<file path="config.mk">
export PLATFORM = sky130hd
export DESIGN_NAME = base64_stream_decoder_top
export DESIGN_NICKNAME = d
export VERILOG_FILES = /design/src/hdl/b64d_pkg.sv /design/src/hdl/base64_stream_decoder_top.sv
export SDC_FILE = /design/constraint.sdc
export NUM_CORES = 1
export LEC_CHECK = 0
export BUFFER_PORTS_ARGS = -buffer_cell sky130_fd_sc_hd__buf_2
export CAP_MARGIN = 15
export CORE_AREA = 2 2 116 118
export CTS_BUF_LIST = sky130_fd_sc_hd__clkbuf_8
export CTS_CLUSTER_SIZE = 12
export DETAILED_ROUTE_END_ITERATION = 6
export DIE_AREA = 0 0 118 120
export GPL_TIMING_DRIVEN = 0
export HOLD_SLACK_MARGIN = 0.02
export SLEW_MARGIN = 10
export SYNTH_ARGS = -nofsm -noshare
export SYNTH_HDL_FRONTEND = slang
export SYNTH_SLANG_ARGS = --single-unit
</file>
<file path="constraint.sdc">
create_clock -name clk -period 4.6 [get_ports clk]
set_clock_uncertainty 0.05 [all_clocks]
set_input_delay 0.46 -clock clk [delete_from_list [all_inputs] [get_ports clk]]
set_output_delay 0.46 -clock clk [all_outputs]
set_load 0.02 [all_outputs]
</file>
<file path="src/hdl/b64d_pkg.sv">
// Shared widths, symbol codes and decode tables for the base64 stream decoder.
// No dependencies.
`timescale 1ns / 1ps

package b64d_pkg;

  localparam int CHAR_W = 8;
  localparam int SYM_W  = 6;
  localparam int PHASE_W = 2;

  // lookup result: bit 6 set means the character is not in the alphabet
  localparam logic [SYM_W:0] SYM_NONE = 7'h40;

  localparam logic [CHAR_W-1:0] CHAR_NUL   = 8'h00;
  localparam logic [CHAR_W-1:0] CHAR_PAD   = 8'h3D;  // '='
  localparam logic [CHAR_W-1:0] CHAR_SPACE = 8'h20;  // ' '
  localparam logic [CHAR_W-1:0] CHAR_PLUS  = 8'h2B;  // '+'
  localparam logic [CHAR_W-1:0] CHAR_SLASH = 8'h2F;  // '/'

  localparam logic [PHASE_W-1:0] PH_FIRST  = 2'd0;
  localparam logic [PHASE_W-1:0] PH_SECOND = 2'd1;
  localparam logic [PHASE_W-1:0] PH_THIRD  = 2'd2;
  localparam logic [PHASE_W-1:0] PH_FOURTH = 2'd3;

  // alternate (permuted) alphabet, indexed by the low 7 bits of the character
  localparam logic [SYM_W:0] ALT_DECODE [0:127] = '{
    SYM_NONE, SYM_NONE, SYM_NONE, SYM_NONE, SYM_NONE, SYM_NONE, SYM_NONE, SYM_NONE,
    SYM_NONE, SYM_NONE, SYM_NONE, SYM_NONE, SYM_NONE, SYM_NONE, SYM_NONE, SYM_NONE,
    SYM_NONE, SYM_NONE, SYM_NONE, SYM_NONE, SYM_NONE, SYM_NONE, SYM_NONE, SYM_NONE,
    SYM_NONE, SYM_NONE, SYM_NONE, SYM_NONE, SYM_NONE, SYM_NONE, SYM_NONE, SYM_NONE,
    SYM_NONE, SYM_NONE, SYM_NONE, SYM_NONE, SYM_NONE, SYM_NONE, SYM_NONE, SYM_NONE,
    SYM_NONE, SYM_NONE, SYM_NONE, 7'd62,    SYM_NONE, SYM_NONE, SYM_NONE, 7'd63,
    7'd13,    7'd53,    7'd14,    7'd16,    7'd5,     7'd57,    7'd18,    7'd59,
    7'd9,     7'd55,    SYM_NONE, SYM_NONE, SYM_NONE, SYM_NONE, SYM_NONE, SYM_NONE,
    SYM_NONE, 7'd40,    7'd15,    7'd27,    7'd44,    7'd6,     7'd56,    7'd4,
    7'd47,    7'd20,    7'd60,    7'd32,    7'd50,    7'd29,    7'd52,    7'd54,
    7'd1,     7'd61,    7'd42,    7'd58,    7'd31,    7'd8,     7'd21,    7'd22,
    7'd23,    7'd24,    7'd25,    SYM_NONE, SYM_NONE, SYM_NONE, SYM_NONE, SYM_NONE,
    SYM_NONE, 7'd26,    7'd2,     7'd28,    7'd12,    7'd30,    7'd19,    7'd10,
    7'd33,    7'd49,    7'd39,    7'd48,    7'd51,    7'd38,    7'd35,    7'd0,
    7'd41,    7'd17,    7'd43,    7'd3,     7'd45,    7'd46,    7'd7,     7'd36,
    7'd34,    7'd11,    7'd37,    SYM_NONE, SYM_NONE, SYM_NONE, SYM_NONE, SYM_NONE
  };

  // standard alphabet A-Z a-z 0-9 + /
  function automatic logic [SYM_W:0] std_lookup(input logic [CHAR_W-1:0] c);
    logic [SYM_W:0] v;
    v = SYM_NONE;
    if (c >= 8'h41 && c <= 8'h5A) v = 7'(c - 8'h41);
    else if (c >= 8'h61 && c <= 8'h7A) v = 7'(c - 8'h61 + 8'd26);
    else if (c >= 8'h30 && c <= 8'h39) v = 7'(c - 8'h30 + 8'd52);
    else if (c == CHAR_PLUS) v = 7'd62;
    else if (c == CHAR_SLASH) v = 7'd63;
    return v;
  endfunction

  // symbol value of a character under the selected alphabet
  function automatic logic [SYM_W:0] sym_lookup(input logic [CHAR_W-1:0] c,
                                                input logic alt);
    logic [SYM_W:0] v;
    if (!alt) v = std_lookup(c);
    else if (c[CHAR_W-1]) v = SYM_NONE;
    else v = ALT_DECODE[c[CHAR_W-2:0]];
    return v;
  endfunction

endpackage

</file>
<file path="src/hdl/base64_stream_decoder_top.sv">
// Base64 stream decoder: one character in, at most one decoded byte out.
// Depends on b64d_pkg.
//
// Usage:
//   Input channel in_*: one character per item (in_text_char) with in_last_char
//   marking the final character of a message. Accepted when in_valid is high
//   and in_stall is low.
//   Result channel out_*: one result per character that yields a byte or is the
//   last one (end_of_message, with status 1 on a pad after a lone symbol).
//   Characters that produce neither give no result.
//   Config channel cfg_*: alphabet select, written when cfg_valid is high
//   (cfg_ready is always high); change it only while the block is idle.
// The result is registered: an accepted input item waits in the input register,
// then is decoded into the result register when it moves forward.
// Throughput: one item per cycle while the receiver does not stall, set by the
// combinational table lookup and bit merge.
// Reset (rst_n low, synchronous) empties both registers and clears the
// decode state and the alphabet select. When the receiver stalls, the result
// register holds and so does the item in the input register, with or without
// a result; in_stall is high while that held input item cannot move forward.
`timescale 1ns / 1ps

module base64_stream_decoder_top (
  input  logic                         clk,
  input  logic                         rst_n,
  // input channel
  input  logic                         in_valid,
  output logic                         in_stall,
  input  logic [b64d_pkg::CHAR_W-1:0]  in_text_char,
  input  logic                         in_last_char,
  // result channel
  output logic                         out_valid,
  input  logic                         out_stall,
  output logic [b64d_pkg::CHAR_W-1:0]  out_data_byte,
  output logic                         out_byte_valid,
  output logic                         out_end_of_message,
  output logic                         out_status,
  // configuration
  input  logic                         cfg_valid,
  output logic                         cfg_ready,
  input  logic                         cfg_alphabet_select
);
  import b64d_pkg::*;

  // input register
  logic                s1_valid_r;
  logic [CHAR_W-1:0]   s1_char_r;
  logic                s1_last_r;

  // decode state
  logic [PHASE_W-1:0]  phase_r, phase_nxt;
  logic [SYM_W-1:0]    pend_r, pend_nxt;
  logic                stopped_r, stopped_nxt;
  logic                pad_err_r, pad_err_nxt;
  logic                alt_r;

  // result register
  logic                out_valid_r;
  logic [CHAR_W-1:0]   out_byte_r;
  logic                out_bvalid_r;
  logic                out_eom_r;
  logic                out_status_r;

  logic                advance;
  logic                in_take;
  logic                out_free;
  logic [CHAR_W-1:0]   ch;
  logic [SYM_W:0]      sym;
  logic                have_byte;
  logic [CHAR_W-1:0]   byte_val;
  logic                emit;

  // handshake
  assign out_free  = !out_valid_r || !out_stall;
  assign advance   = s1_valid_r && out_free;
  assign in_stall  = s1_valid_r && !out_free;
  assign in_take   = in_valid && !in_stall;
  assign cfg_ready = 1'b1;

  // symbol lookup; a space reads as '+'
  assign ch  = (s1_char_r == CHAR_SPACE) ? CHAR_PLUS : s1_char_r;
  assign sym = sym_lookup(ch, alt_r);

  // decode step for the item in the input register
  always_comb begin
    phase_nxt   = phase_r;
    pend_nxt    = pend_r;
    stopped_nxt = stopped_r;
    pad_err_nxt = pad_err_r;
    have_byte   = 1'b0;
    byte_val    = '0;
    if (!stopped_r) begin
      if (s1_char_r == CHAR_NUL || s1_char_r == CHAR_PAD) begin
        stopped_nxt = 1'b1;
        if (s1_char_r == CHAR_PAD && phase_r == PH_SECOND) pad_err_nxt = 1'b1;
      end else if (!sym[SYM_W]) begin
        unique case (phase_r)
          PH_FIRST: begin
            pend_nxt = sym[SYM_W-1:0];
          end
          PH_SECOND: begin
            byte_val  = {pend_r[5:0], sym[5:4]};
            pend_nxt  = {2'b00, sym[3:0]};
            have_byte = 1'b1;
          end
          PH_THIRD: begin
            byte_val  = {pend_r[3:0], sym[5:2]};
            pend_nxt  = {4'b0000, sym[1:0]};
            have_byte = 1'b1;
          end
          PH_FOURTH: begin
            byte_val  = {pend_r[1:0], sym[5:0]};
            pend_nxt  = '0;
            have_byte = 1'b1;
          end
        endcase
        phase_nxt = phase_r + 2'd1;
      end
    end
  end

  assign emit = have_byte || s1_last_r;

  // input register
  always_ff @(posedge clk) begin
    if (!rst_n) begin
      s1_valid_r <= 1'b0;
    end else if (in_take) begin
      s1_valid_r <= 1'b1;
    end else if (advance) begin
      s1_valid_r <= 1'b0;
    end
  end

  always_ff @(posedge clk) begin
    if (in_take) begin
      s1_char_r <= in_text_char;
      s1_last_r <= in_last_char;
    end
  end

  // decode state; the last character returns everything to zero
  always_ff @(posedge clk) begin
    if (!rst_n) begin
      phase_r   <= PH_FIRST;
      pend_r    <= '0;
      stopped_r <= 1'b0;
      pad_err_r <= 1'b0;
    end else if (advance) begin
      if (s1_last_r) begin
        phase_r   <= PH_FIRST;
        pend_r    <= '0;
        stopped_r <= 1'b0;
        pad_err_r <= 1'b0;
      end else begin
        phase_r   <= phase_nxt;
        pend_r    <= pend_nxt;
        stopped_r <= stopped_nxt;
        pad_err_r <= pad_err_nxt;
      end
    end
  end

  // alphabet select register
  always_ff @(posedge clk) begin
    if (!rst_n) begin
      alt_r <= 1'b0;
    end else if (cfg_valid && cfg_ready) begin
      alt_r <= cfg_alphabet_select;
    end
  end

  // result register
  always_ff @(posedge clk) begin
    if (!rst_n) begin
      out_valid_r <= 1'b0;
    end else if (out_free) begin
      out_valid_r <= advance && emit;
    end
  end

  always_ff @(posedge clk) begin
    if (out_free && advance && emit) begin
      out_byte_r   <= byte_val;
      out_bvalid_r <= have_byte;
      out_eom_r    <= s1_last_r;
      out_status_r <= s1_last_r && pad_err_nxt;
    end
  end

  assign out_valid          = out_valid_r;
  assign out_data_byte      = out_byte_r;
  assign out_byte_valid     = out_bvalid_r;
  assign out_end_of_message = out_eom_r;
  assign out_status         = out_status_r;

endmodule

</file>
==> results of run 1 <==
==> state kept, by name, summed over array words and instances (netlist names) <==
signal / cells
stopped_r: 1
pend_r: 6
pad_err_r: 1
s1_valid_r: 1
alt_r: 1
out_byte_valid: 1
out_status: 1
s1_char_r: 8
s1_last_r: 1
out_end_of_message: 1
phase_r: 2
out_valid: 1
out_data_byte: 8
==> logic make-up after synthesis <==
logic type / share of synthesized area
other cells: 0.00119
xor+xnor: 0.00277
buf+inv: 0.0678
fa+ha+maj: 0.0713
compound gates: 0.313
flops: 0.273
simple gates: 0.248
mux: 0.0234
==> cell type report <==
class	instances	area, um^2	area share
clock buffers	5	68.8	0.0187
repair buffers	27	135	0.0367
inverters	17	63.8	0.0174
plain buffers	30	153	0.0415
flip-flops and latches	33	861	0.234
well taps	176	220	0.0599
clock inverters	3	65.1	0.0177
multi-input cells	298	2110	0.574
==> final timing paths <==
check,startpoint,end,cells after the start,slack [ns]
worst max register to register,s1_char_r[1],out_data_byte[3],14,0.26
worst max-delay path,s1_char_r[1],out_data_byte[3],14,0.26
worst min-delay path,in_last_char,s1_last_r,1,0.28
worst min register to register,s1_last_r,out_end_of_message,0,0.40
==> cells in the final DEF, fill, tap and decap left out, types with 4 or more instances in the layout <==
cell type                  synthesis  final
sky130_fd_sc_hd__inv_2             2      4
sky130_fd_sc_hd__ha_1             18     17
sky130_fd_sc_hd__nand2_1          27     27
sky130_fd_sc_hd__o211ai_1         14     14
sky130_fd_sc_hd__inv_1            15     13
sky130_fd_sc_hd__nor2_1           36     35
sky130_fd_sc_hd__buf_1             4      4
sky130_fd_sc_hd__buf_2            11     38
sky130_fd_sc_hd__and3_1            4      4
sky130_fd_sc_hd__edfxtp_1         20     20
sky130_fd_sc_hd__nand2b_1          6      6
sky130_fd_sc_hd__nor3_1            9      9
sky130_fd_sc_hd__dfxtp_1          13     13
sky130_fd_sc_hd__nand3_1           8      8
sky130_fd_sc_hd__clkbuf_1          9      7
sky130_fd_sc_hd__a221oi_1          4      4
sky130_fd_sc_hd__o21ai_0          18     18
sky130_fd_sc_hd__nand4_1           5      5
sky130_fd_sc_hd__nor2b_1          12     12
sky130_fd_sc_hd__a21oi_1          25     25
sky130_fd_sc_hd__a211oi_1          8      8
sky130_fd_sc_hd__a31oi_1           6      6
sky130_fd_sc_hd__a222oi_1          6      6
sky130_fd_sc_hd__buf_4             4      4
sky130_fd_sc_hd__or2_2             6      6
sky130_fd_sc_hd__o31ai_1           6      5
sky130_fd_sc_hd__clkbuf_8          0      5
sky130_fd_sc_hd__mux2i_1           4      4
==> layer usage <==
metal  track usage  up-vias  wire length [um]
met5             0        -                 0
met3        0.0223       43               904
li1              -     1513                 -
met1         0.213     1575              4910
met2         0.250      229              4980
met4        0.0648        0               500
==> per-stage QoR <==
| step | hold slack, ns | instances |
|---|---|---|
| 2_1_floorplan | 0.374 | 378 |
| 3_3_place_gp | 0.397 | 581 |
| 3_5_place_dp | 0.397 | 581 |
| 4_1_cts | 0.277 | 589 |
| 5_1_grt | 0.280 | 589 |
| 6_report | 0.278 | 589 |
==> critical path: stages, from the launching register on <==
cell	delay [ns]
sky130_fd_sc_hd__edfxtp_1	0.51
sky130_fd_sc_hd__clkbuf_2	0.27
sky130_fd_sc_hd__inv_2	0.18
sky130_fd_sc_hd__ha_2	0.32
sky130_fd_sc_hd__nand4bb_2	0.28
sky130_fd_sc_hd__o31ai_4	0.34
sky130_fd_sc_hd__inv_1	0.13
sky130_fd_sc_hd__ha_1	0.31
sky130_fd_sc_hd__o21bai_1	0.15
sky130_fd_sc_hd__a21boi_1	0.14
sky130_fd_sc_hd__or2_2	0.36
sky130_fd_sc_hd__a221oi_1	0.48
sky130_fd_sc_hd__o221ai_2	0.23
sky130_fd_sc_hd__a222oi_1	0.27
sky130_fd_sc_hd__nor2_1	0.07
==> timing repair <==
item,4_1_cts,5_1_grt
endpoints found under the hold margin,0,0
endpoints found under the setup margin,20,29
gates resized for setup,3,9
buffers inserted,0,0
==> power by group through the flow <==
stage,Sequential [W],Combinational (W),Clock [W]
floorplan,0.000340,0.000137,0
global placement,0.000338,0.000208,0
detailed placement,0.000339,0.000204,0
CTS,0.000332,0.000206,0.000341
global route,0.000334,0.000229,0.000350
finish,0.000332,0.000216,0.000337
==> results, run 1 <==
- The number of violations reported at the end of detailed-routing iteration 0 is 439.
- A synthesized cell averages around 8.4 um^2.
- By area the synthesized netlist is led by sky130_fd_sc_hd__edfxtp_1 19%, sky130_fd_sc_hd__dfxtp_1 8.2%, sky130_fd_sc_hd__ha_1 7.1%.
- The portion of total power attributed to the clock network is 0.381.
- Max-cap violations in this run came to 0.
- The element type at the critical path start is a flop.
- The cell area power density is approximately 240 mW/mm^2.
- The detailed-router iteration count before antenna repair is 7.
- Summing internal, switching and leakage power gives 0.000885 W.
- The initial cell density of the core is 0.243.
- The floorplan step set the die height to around 120 um.
- Headroom to the max-slew limit came out at 0.478.
- The DRC violations left is 0.
- The share of synthesized area in the top cell type comes to 0.190.
- The CTS tree is built.
- The clock passes through at most 2 buffers.
- The synthesized cell area is about 0.0032 mm^2.
- The buffer type at the clock tree root is sky130_fd_sc_hd__clkbuf_8.
- The count of filler cells inserted in the layout is 1413.
- The number of nets still failing antenna checks after routing is 0.
- The placed instances occupy a cell area of 0.00351 mm^2.
- Timing analysis after detailed placement gives a worst setup slack of -0.479 ns.
- The internal power of the cells totals 0.000610 W.
- The worst setup path is captured at a flop.
- The worst path needs 4.34 ns of the cycle, external delays included.
- The number of failing hold endpoints at the final stage came to 0.
- Measured on the finished design, the core utilization comes to 0.283.
- Setup repair after global routing left no endpoint under its margin.
- The total length of routed wires is 11300 um.
- The tightest min-delay check is of the in -> reg type.
- The setup total negative slack is 0 ns.
- The clock-pin slew on the worst setup and hold paths is 0.07 ns.
- The worst-case setup margin in the final layout is ~0.26 ns.
- The global router's overall resource usage is 0.157.
- The detailed router placed 3360 vias in this run.
- Global routing finished with a remaining overflow of 0.
- In the synthesized netlist, the number of instances is between 300 and 400.
- Dividing the detail-routed via count by the number of cells gives approximately 5.7.
- Of the total power, the share spent switching nets is 0.310.
- For the pin with the worst max-slew slack, the measured transition is 0.779 ns.
- Of the total power, registers draw 0.375.
- The sequential fraction of the synthesis area is 0.273.
- The analysis attributes to net switching a power of 0.000274 W.
- The leakage dissipation is 1.29 nW.
- The first global-routing pass estimated 17400 um of wire.
- Data arrives at the worst endpoint at about 4.4 ns.
- Detailed placement ended at an HPWL of 8590 um.
- The most used flip-flop cell after synthesis is sky130_fd_sc_hd__edfxtp_1.
- CTS saw 33 sinks.
- The floorplan step defined a core boundary enclosing 0.0130 mm^2.
- Counting the buffers created by CTS gives 5.
- The synthesized design contains 20 enable-type register cells.
- The flow ran to the end, and the final reports show no timing, DRC or antenna violations.
- In the synthesized netlist the async set-or-reset flop fraction comes to 0.
- For this run, the number of Yosys warnings is 0.
- The maximum frequency from static timing analysis is about 230 MHz.
- Counting flops and latches in the post-synthesis netlist gives 33.
- The level count of the clock H-tree is 2.
- The via count of the first global-routing pass is 3013.
- At the end of routability-driven placement, the weighted congestion stood at approximately 1.0.
- The critical-path maximum fanout is 10.
- The net count of the mapped netlist is 411.
- The die covers 0.0142 mm^2.
- Entering global routing, the biggest net connects 12 pins.
- The wire length per cell after detailed routing is 19.2 um.
- The synthesized design spends more area on one cell type than any other, namely sky130_fd_sc_hd__edfxtp_1.
- The clock latency on the worst-skew pair is just over 0.3 ns.
- VDD sags by at most around 220 uV.
- The critical path in this run is classified as reg -> reg.
- Ranked by instance count, the synthesized netlist is headed by 36 x sky130_fd_sc_hd__nor2_1, 27 x sky130_fd_sc_hd__nand2_1, 25 x sky130_fd_sc_hd__a21oi_1.
- The number of slew-limit violations in the final report is 0.
- The leading cell type by number of instances after synthesis is sky130_fd_sc_hd__nor2_1.
- Row generation in the floorplan step produced 42 rows.
- 0 antenna diodes ended up in the layout.
- The width of the die is between 100 and 150 um.
- Port buffering added 27 buffers.
- The final clock period utilization by the worst path is 0.944.
- Hold repair after CTS inserted 0 buffers.
- At the worst endpoint, the required time is 4.60 ns.
- The share of total power dissipated in combinational logic is 0.244.
- The number of different library cells used by synthesis comes to 80.
- The final-stage net count is 445.
- Of the cells placed in the final design, the portion with a size suffix greater than 1 is 0.220.
- Compared with the post-synthesis result, the final layout area differs by 16.5%.
- The number of top-level pins is 29.
- The finished cells cover around 0.0037 mm^2.
- The number of antenna violations at the first check in global routing is 0.
- Setup violations remaining at the end of the flow were counted as 0.
Power figures use the tool's default switching activity.
==> run 2: changes to the inputs <==
--- a/config.mk
+++ b/config.mk
@@ -7,11 +7,11 @@
 export LEC_CHECK = 0
 export BUFFER_PORTS_ARGS = -buffer_cell sky130_fd_sc_hd__buf_2
 export CAP_MARGIN = 15
-export CORE_AREA = 2 2 116 118
+export CORE_AREA = 2 2 86 88
 export CTS_BUF_LIST = sky130_fd_sc_hd__clkbuf_8
 export CTS_CLUSTER_SIZE = 12
 export DETAILED_ROUTE_END_ITERATION = 6
-export DIE_AREA = 0 0 118 120
+export DIE_AREA = 0 0 88 90
 export GPL_TIMING_DRIVEN = 0
 export HOLD_SLACK_MARGIN = 0.02
 export SLEW_MARGIN = 10
==> results, run 2 (synthesized netlist as in run 1, its figures left out) <==
- The worst-case vdd ir drop is 195 uV.
- In this run the deepest clock path goes through 2 buffers.
- The number of top-level pins is 29.
- Summed over all layers, the global routing overflow is 0.
- For the final routed database, the setup TNS stands at 0 ns.
- Once layout is complete, the utilization of the core stands at 0.507.
- The number of failing setup endpoints in the final timing report is 0.
- The number of failing hold endpoints at the final stage is 0.
- Counting the buffers created by CTS gives 5.
- The floorplan core area is 0.00702 mm^2.
- Tracing the worst setup path back leads to its startpoint at s1_char_r[0].
- The transition time at the pin with the least slew margin is 0.780 ns.
- Summed over all nets, the switching power comes to 0.000264 W.
- The worst path arrival time is between 4 and 5 ns.
- The maximum frequency from static timing analysis is around 230 MHz.
- In the final design database the tool counted 445 nets.
- The number of antenna diodes in the final layout is 0.
- The die outline area is 0.00792 mm^2.
- In the final layout, the share of cells above drive strength 1 is 0.213.
- Of the available clock period, the critical path in the final layout requires 0.950.
- Entering global routing, the biggest net connects 12 pins.
- Of the total power, the share spent switching nets is 0.316.
- The number of nets still failing antenna checks after routing is 0.
- The instance count after placement with tap cells included is 504.
- STA classifies the critical path endpoint as a flop.
- The number of violations reported at the end of detailed-routing iteration 0 is 571.
- The H-tree was split into 2 levels.
- Row generation in the floorplan step produced 31 rows.
- The cell area power density is between 200 and 250 mW/mm^2.
- The via count of the first global-routing pass is 3074.
- The buffer type at the clock tree root is sky130_fd_sc_hd__clkbuf_8.
- Measured against its own limit, the worst slew margin works out to 0.478.
- The portion of total power attributed to the clock network is 0.344.
- In this run the critical register-to-register path is launched from s1_char_r[0].
- The area added between synthesis and finish is 12.8%.
- The critical hold path startpoint is in_text_char[5].
- The number of slew-limit violations in the final report is 0.
- The internal portion of the total power is roughly 0.00057 W.
- In this run the horizontal extent of the chip is 88 um.
- The global-route wire length before repair is 16400 um.
- The wire length per cell after detailed routing is 20.7 um.
- The clock-pin slew on the worst setup and hold paths is 0.07 ns.
- After the flow finishes, the layout carries non-filler instances totaling 512.
- The worst setup path is launched from a flop.
- TritonCTS built the clock tree.
- The library cell used most frequently in the layout, excluding fill and tap cells, is sky130_fd_sc_hd__buf_2.
- In the routed design, unresolved DRC markers number 0.
- Counting every sink on the clock net gives 33.
- The number of antenna violations at the first check in global routing was 0.
- At the later pin of the worst-skew pair, clock insertion delay measures around 0.29 ns.
- After legalization and detailed placement, the total HPWL measured ~8000 um.
- The count of filler cells inserted in the layout is roughly 670.
- The critical path in this run is classified as reg -> reg.
- The first TritonRoute pass finished after 5 iterations.
- The relative contribution of combinational cells to total power is 0.257.
- The vertical extent of the die is roughly 90 um.
- Of the total power, registers draw 0.398.
- The routability-driven placement congestion ratio is 0.998.
- Setup repair after global routing left no endpoint under its margin.
- The leakage dissipation is 1.28 nW.
- The critical-path maximum fanout is 10.
- The run finished with clean final reports.
- The worst endpoint required time is 4.59 ns.
- The initial utilization of the core area, before any placement, comes to 0.450.
- In the layout the commonest cells are 38 x sky130_fd_sc_hd__buf_2, 35 x sky130_fd_sc_hd__nor2_1, 27 x sky130_fd_sc_hd__nand2_1.
- Counting I/O delays and the setup requirement, the final critical path takes roughly 4.4 ns.
- The path category of the worst min-delay check is in -> reg.
- The count of buffers inserted at the top-level ports is 27.
- Wires add up to 10600 um.
- The detailed-route vias per instance is 6.62.
- Across every metal layer, demand over resource in global routing totals 0.270.
- The tool flagged a number of max-cap violations equal to 0.
- The final route contains 3390 vias.
## run 2: path summary, 6_finish.rpt
check / to / slack, ns / cells past startpoint
min: s1_char_r[5] / 0.29 / 1
max: out_data_byte[2] / 0.23 / 14
min reg2reg: out_end_of_message / 0.41 / 0
max reg2reg: out_data_byte[2] / 0.23 / 14
## run 2: stage by stage
| stage | worst slack (ns) | hold WS, ns | area [um^2] | power, W |
|---|---|---|---|---|
| 2_1_floorplan | 0.764 | 0.374 | 3160 | 0.000477 |
| 3_3_place_gp | -0.508 | 0.386 | 3420 | 0.000544 |
| 3_5_place_dp | -0.478 | 0.393 | 3420 | 0.000540 |
| 4_1_cts | 0.0694 | 0.286 | 3550 | 0.000827 |
| 5_1_grt | 0.0757 | 0.282 | 3560 | 0.000860 |
| 6_report | 0.231 | 0.293 | 3560 | 0.000833 |
## run 2: layer usage
metal / vias to the layer above / wire (um) / share of wire / GRT usage
met2: 266 / 4360 / 0.41 / 0.371
met5: - / 0 / 0 / 0
li1: 1511 / - / - / -
met4: 0 / 765 / 0.072 / 0.174
met3: 68 / 1030 / 0.097 / 0.0560
met1: 1545 / 4470 / 0.42 / 0.377
## run 2: what timing repair did
| item | in CTS | in global routing |
|---|---|---|
| setup endpoints to repair | 22 | 26 |
| hold buffers | 0 | 0 |
| gates cloned | 0 | 0 |
| buffers inserted | 0 | 0 |
| gates resized for setup | 4 | 5 |
## run 2: worst max-delay path, cell delays in order, from the launching register on
cell and delay [ns]:
sky130_fd_sc_hd__edfxtp_1 0.55, sky130_fd_sc_hd__clkbuf_2 0.29, sky130_fd_sc_hd__inv_1 0.22, sky130_fd_sc_hd__ha_2 0.35
sky130_fd_sc_hd__nand4bb_2 0.26, sky130_fd_sc_hd__o31ai_4 0.32, sky130_fd_sc_hd__inv_1 0.13, sky130_fd_sc_hd__ha_1 0.29
sky130_fd_sc_hd__o21bai_1 0.14, sky130_fd_sc_hd__a21boi_1 0.13, sky130_fd_sc_hd__or2_2 0.37, sky130_fd_sc_hd__a221oi_1 0.32
sky130_fd_sc_hd__o211ai_1 0.25, sky130_fd_sc_hd__a222oi_1 0.37, sky130_fd_sc_hd__nor2_1 0.07
## run 2: area by class of cell
cell class	count	area, um^2	share of cell area
well taps	99	124	0.0348
inverters	17	63.8	0.0179
clock buffers	6	82.6	0.0232
repair buffers	27	135	0.0379
flip-flops and latches	33	861	0.242
clock inverters	2	33.8	0.00948
multi-input cells	298	2110	0.593
plain buffers	30	151	0.0425
## run 2: power by group through the flow
stage / registers [W] / logic [W] / clock network, W
after floorplan: 0.000340 / 0.000137 / 0
after global placement: 0.000338 / 0.000206 / 0
after detailed placement: 0.000338 / 0.000202 / 0
after CTS: 0.000332 / 0.000204 / 0.000291
after global routing: 0.000333 / 0.000226 / 0.000300
final: 0.000332 / 0.000214 / 0.000287
==> run 3: changes to the inputs <==
--- a/config.mk
+++ b/config.mk
@@ -7,11 +7,11 @@
 export LEC_CHECK = 0
 export BUFFER_PORTS_ARGS = -buffer_cell sky130_fd_sc_hd__buf_2
 export CAP_MARGIN = 15
-export CORE_AREA = 2 2 86 88
+export CORE_AREA = 10 10 94 96
 export CTS_BUF_LIST = sky130_fd_sc_hd__clkbuf_8
 export CTS_CLUSTER_SIZE = 12
 export DETAILED_ROUTE_END_ITERATION = 6
-export DIE_AREA = 0 0 88 90
+export DIE_AREA = 0 0 104 106
 export GPL_TIMING_DRIVEN = 0
 export HOLD_SLACK_MARGIN = 0.02
 export SLEW_MARGIN = 10
==> constraint.sdc (replaced) <==
create_clock -name clk -period 4.3 [get_ports clk]
set_clock_uncertainty 0.05 [all_clocks]
set_input_delay 0.43 -clock clk [delete_from_list [all_inputs] [get_ports clk]]
set_output_delay 0.43 -clock clk [all_outputs]
set_load 0.02 [all_outputs]
==> results, run 3 (synthesized netlist as in run 1, its figures left out) <==
- The flow ran to the end, and the final reports show no timing, DRC or antenna violations.
- The buffers plus inverters on the worst setup path is 2.
- The transition time at the pin with the least slew margin is 0.747 ns.
- The global router's overall resource usage is 0.194.
- The area added between synthesis and finish is 15.0%.
- The share of post-route cells with drive strength above 1 is 0.229.
- The number of antenna diodes in the final layout is 0.
- The number of failing hold endpoints at the final stage is 0.
- Summed over all layers, the global routing overflow is 0.
- The library cell appearing most often on the critical path is sky130_fd_sc_hd__inv_1.
- Of the total power, the share spent switching nets is 0.314.
- STA classifies the critical path startpoint as a flop.
- The core occupancy in the finished layout is 0.514.
- The tightest min-delay check is of the in -> reg type.
- The clock period minus final worst setup slack is 4.17 ns.
- The worst-case IR drop observed on VDD is 205 uV.
- The maximum frequency from static timing analysis is 240 MHz.
- The total length of routed wires is 11300 um.
- The maximum number of pins on one net before global-route repair is 19.
- The sink count of the clock tree is 33.
- STA puts the critical path data required time at 4.29 ns.
- Dividing the detail-routed via count by the number of cells gives 6.55.
- The area of combinational cells with multiple inputs is 0.00213 mm^2.
- Detailed placement finished with a half-perimeter wire length of 8400 um.
- The pre-antenna-repair detailed-routing pass consisted of 5 iterations.
- The number of clock buffers added by TritonCTS is 5.
- In the layout the commonest cells are 38 x sky130_fd_sc_hd__buf_2, 35 x sky130_fd_sc_hd__nor2_1, 27 x sky130_fd_sc_hd__nand2_1.
- The buffer levels on the longest clock path is 2.
- The initial utilization of the core area, before any placement, comes to 0.447.
- The global-route wire length before repair is 17400 um.
- The final clock period utilization by the worst path is 0.970.
- The DRC violations left is 0.
- The number of failing setup endpoints in the final timing report is 0.
- The most common cell after layout, fill and taps aside is sky130_fd_sc_hd__buf_2.
- Setup repair after global routing left no endpoint under its margin.
- The critical-path maximum fanout is 10.
- The power share of the sequential group is 0.396.
- The stage delay of the slowest cell on the critical path is 0.54 ns.
- The number of antenna violations at the first check in global routing was 0.
- The number of violations reported at the end of detailed-routing iteration 0 is 441.
- Traced cell by cell, the critical path runs through inv_1, ha_4, nand4bb_2, o31ai_4, inv_1, ha_1, o21bai_1, a21boi_1, or2_2, a221oi_1, o211ai_1, a222oi_1, nor2_1.
- The floorplan step defined a die boundary enclosing 0.0110 mm^2.
- The number of nets still failing antenna checks after routing is 0.
- The cell family contributing the most delay on the critical path is compound AO/OA/AOI/OAI gates.
- The routability-driven placement congestion ratio is 1.01.
- The leakage dissipation is 1.32 nW.
- The worst hold slack after final layout is 0.261 ns.
- The count of filler cells inserted in the layout is a little over 700.
- The number of slew-limit violations in the final report is 0.
- After clock tree synthesis, the clock-pin slew on the worst setup and hold paths is 0.07 ns.
- The width of the die is 104 um.
- In this run the vertical extent of the chip is between 100 and 150 um.
- The normalized max-slew margin is 0.500.
- The setup total negative slack is 0 ns.
- The later pin in the worst-skew pair is clocked with a latency of 0.29 ns.
- The sequential cell area in the final layout is 861 um^2.
- The largest individual stage delay along the critical path comes from the cell sky130_fd_sc_hd__edfxtp_1.
- Dividing total power by cell area gives a power density of around 250 mW/mm^2.
- The worst-case setup margin in the final layout is 0.130 ns.
- The worst path arrival time is 4.16 ns.
- TritonCTS built the clock tree.
- The floorplan core area is between 0.007 and 0.008 mm^2.
- Dividing the detail-routed wire length by the instance count gives 21.8 um.
- The number of top-level pins is 29.
- Max-cap violations in this run came to 0.
- The via count of the first global-routing pass is 3105.
- The total number of placement rows is 31.
- The setup path with the least slack is of type reg -> reg.
- The switching power is ~0.00028 W.
- The internal portion of total power is 0.000615 W.
- STA classifies the critical path endpoint as a flop.
- The buffer type at the clock tree root is sky130_fd_sc_hd__clkbuf_8.
- The overall power consumption is ~0.0009 W.
- Timing analysis after detailed placement gives a worst setup slack of -0.839 ns.
- The count of buffers inserted at the top-level ports is 27.
- The final route contains 3392 vias.
- CTS built an H-tree with a depth of 2.
- The share of total power dissipated in combinational logic is 0.266.
- The portion of total power attributed to the clock network is 0.338.
- After the last flow step, the layout net total stands at 451.
-- run 3: final cells by class --
type / count / share of cell area
clock buffer: 6 / 0.0228
inverter: 17 / 0.0176
buffer: 28 / 0.0393
tap: 99 / 0.0341
sequential: 33 / 0.237
multi-input combinational: 298 / 0.586
clock inverter: 2 / 0.00931
timing repair buffer: 35 / 0.0538
-- run 3: worst register-to-register path, delay by kind of cell (launching register included) --
kind / cells / cell delay (ns)
and+or+nand+nor: 3 / 0.74
AOI/OAI and AO/OA: 6 / 1.59
buffers and inverters: 2 / 0.41
adders and majority gates: 2 / 0.58
DFF: 1 / 0.54
-- run 3: power groups by stage --
| stage | clock network (W) | logic (W) | registers (W) |
|---|---|---|---|
| finish | 0.000303 | 0.000239 | 0.000355 |
| global route | 0.000318 | 0.000252 | 0.000356 |
| CTS | 0.000304 | 0.000219 | 0.000358 |
| detailed placement | 0 | 0.000218 | 0.000362 |
| global placement | 0 | 0.000222 | 0.000361 |
| floorplan | 0 | 0.000146 | 0.000364 |
-- run 3: timing repair --
item / 4_1_cts / 5_1_grt
resized for setup: 8 / 1
endpoints found under the setup margin: 29 / 25
buffers inserted: 0 / 8
hold buffers: 0 / 0
-- run 3: metal layers --
| layer | GRT usage | wire length [um] | up-vias |
|---|---|---|---|
| li1 | - | - | 1519 |
| met1 | 0.265 | 4870 | 1580 |
| met2 | 0.283 | 4780 | 247 |
| met3 | 0.0429 | 1150 | 46 |
| met4 | 0.0905 | 493 | 0 |
| met5 | 0 | 0 | - |
-- run 3: final timing paths --
kind | startpoint | endpoint | slack [ns] | depth (start not counted)
max reg2reg | s1_char_r[0] | out_data_byte[4] | 0.13 | 13
max | s1_char_r[0] | out_data_byte[4] | 0.13 | 13
min | in_last_char | s1_last_r | 0.26 | 1
min reg2reg | s1_last_r | out_end_of_message | 0.41 | 0
-- run 3: metrics by stage --
| stage | cells | area, um^2 |
|---|---|---|
| after CTS | 510 | 3560 |
| final | 518 | 3630 |
| after detailed placement | 504 | 3420 |
| after global routing | 518 | 3630 |
| after floorplan | 378 | 3160 |
| after global placement | 504 | 3420 |
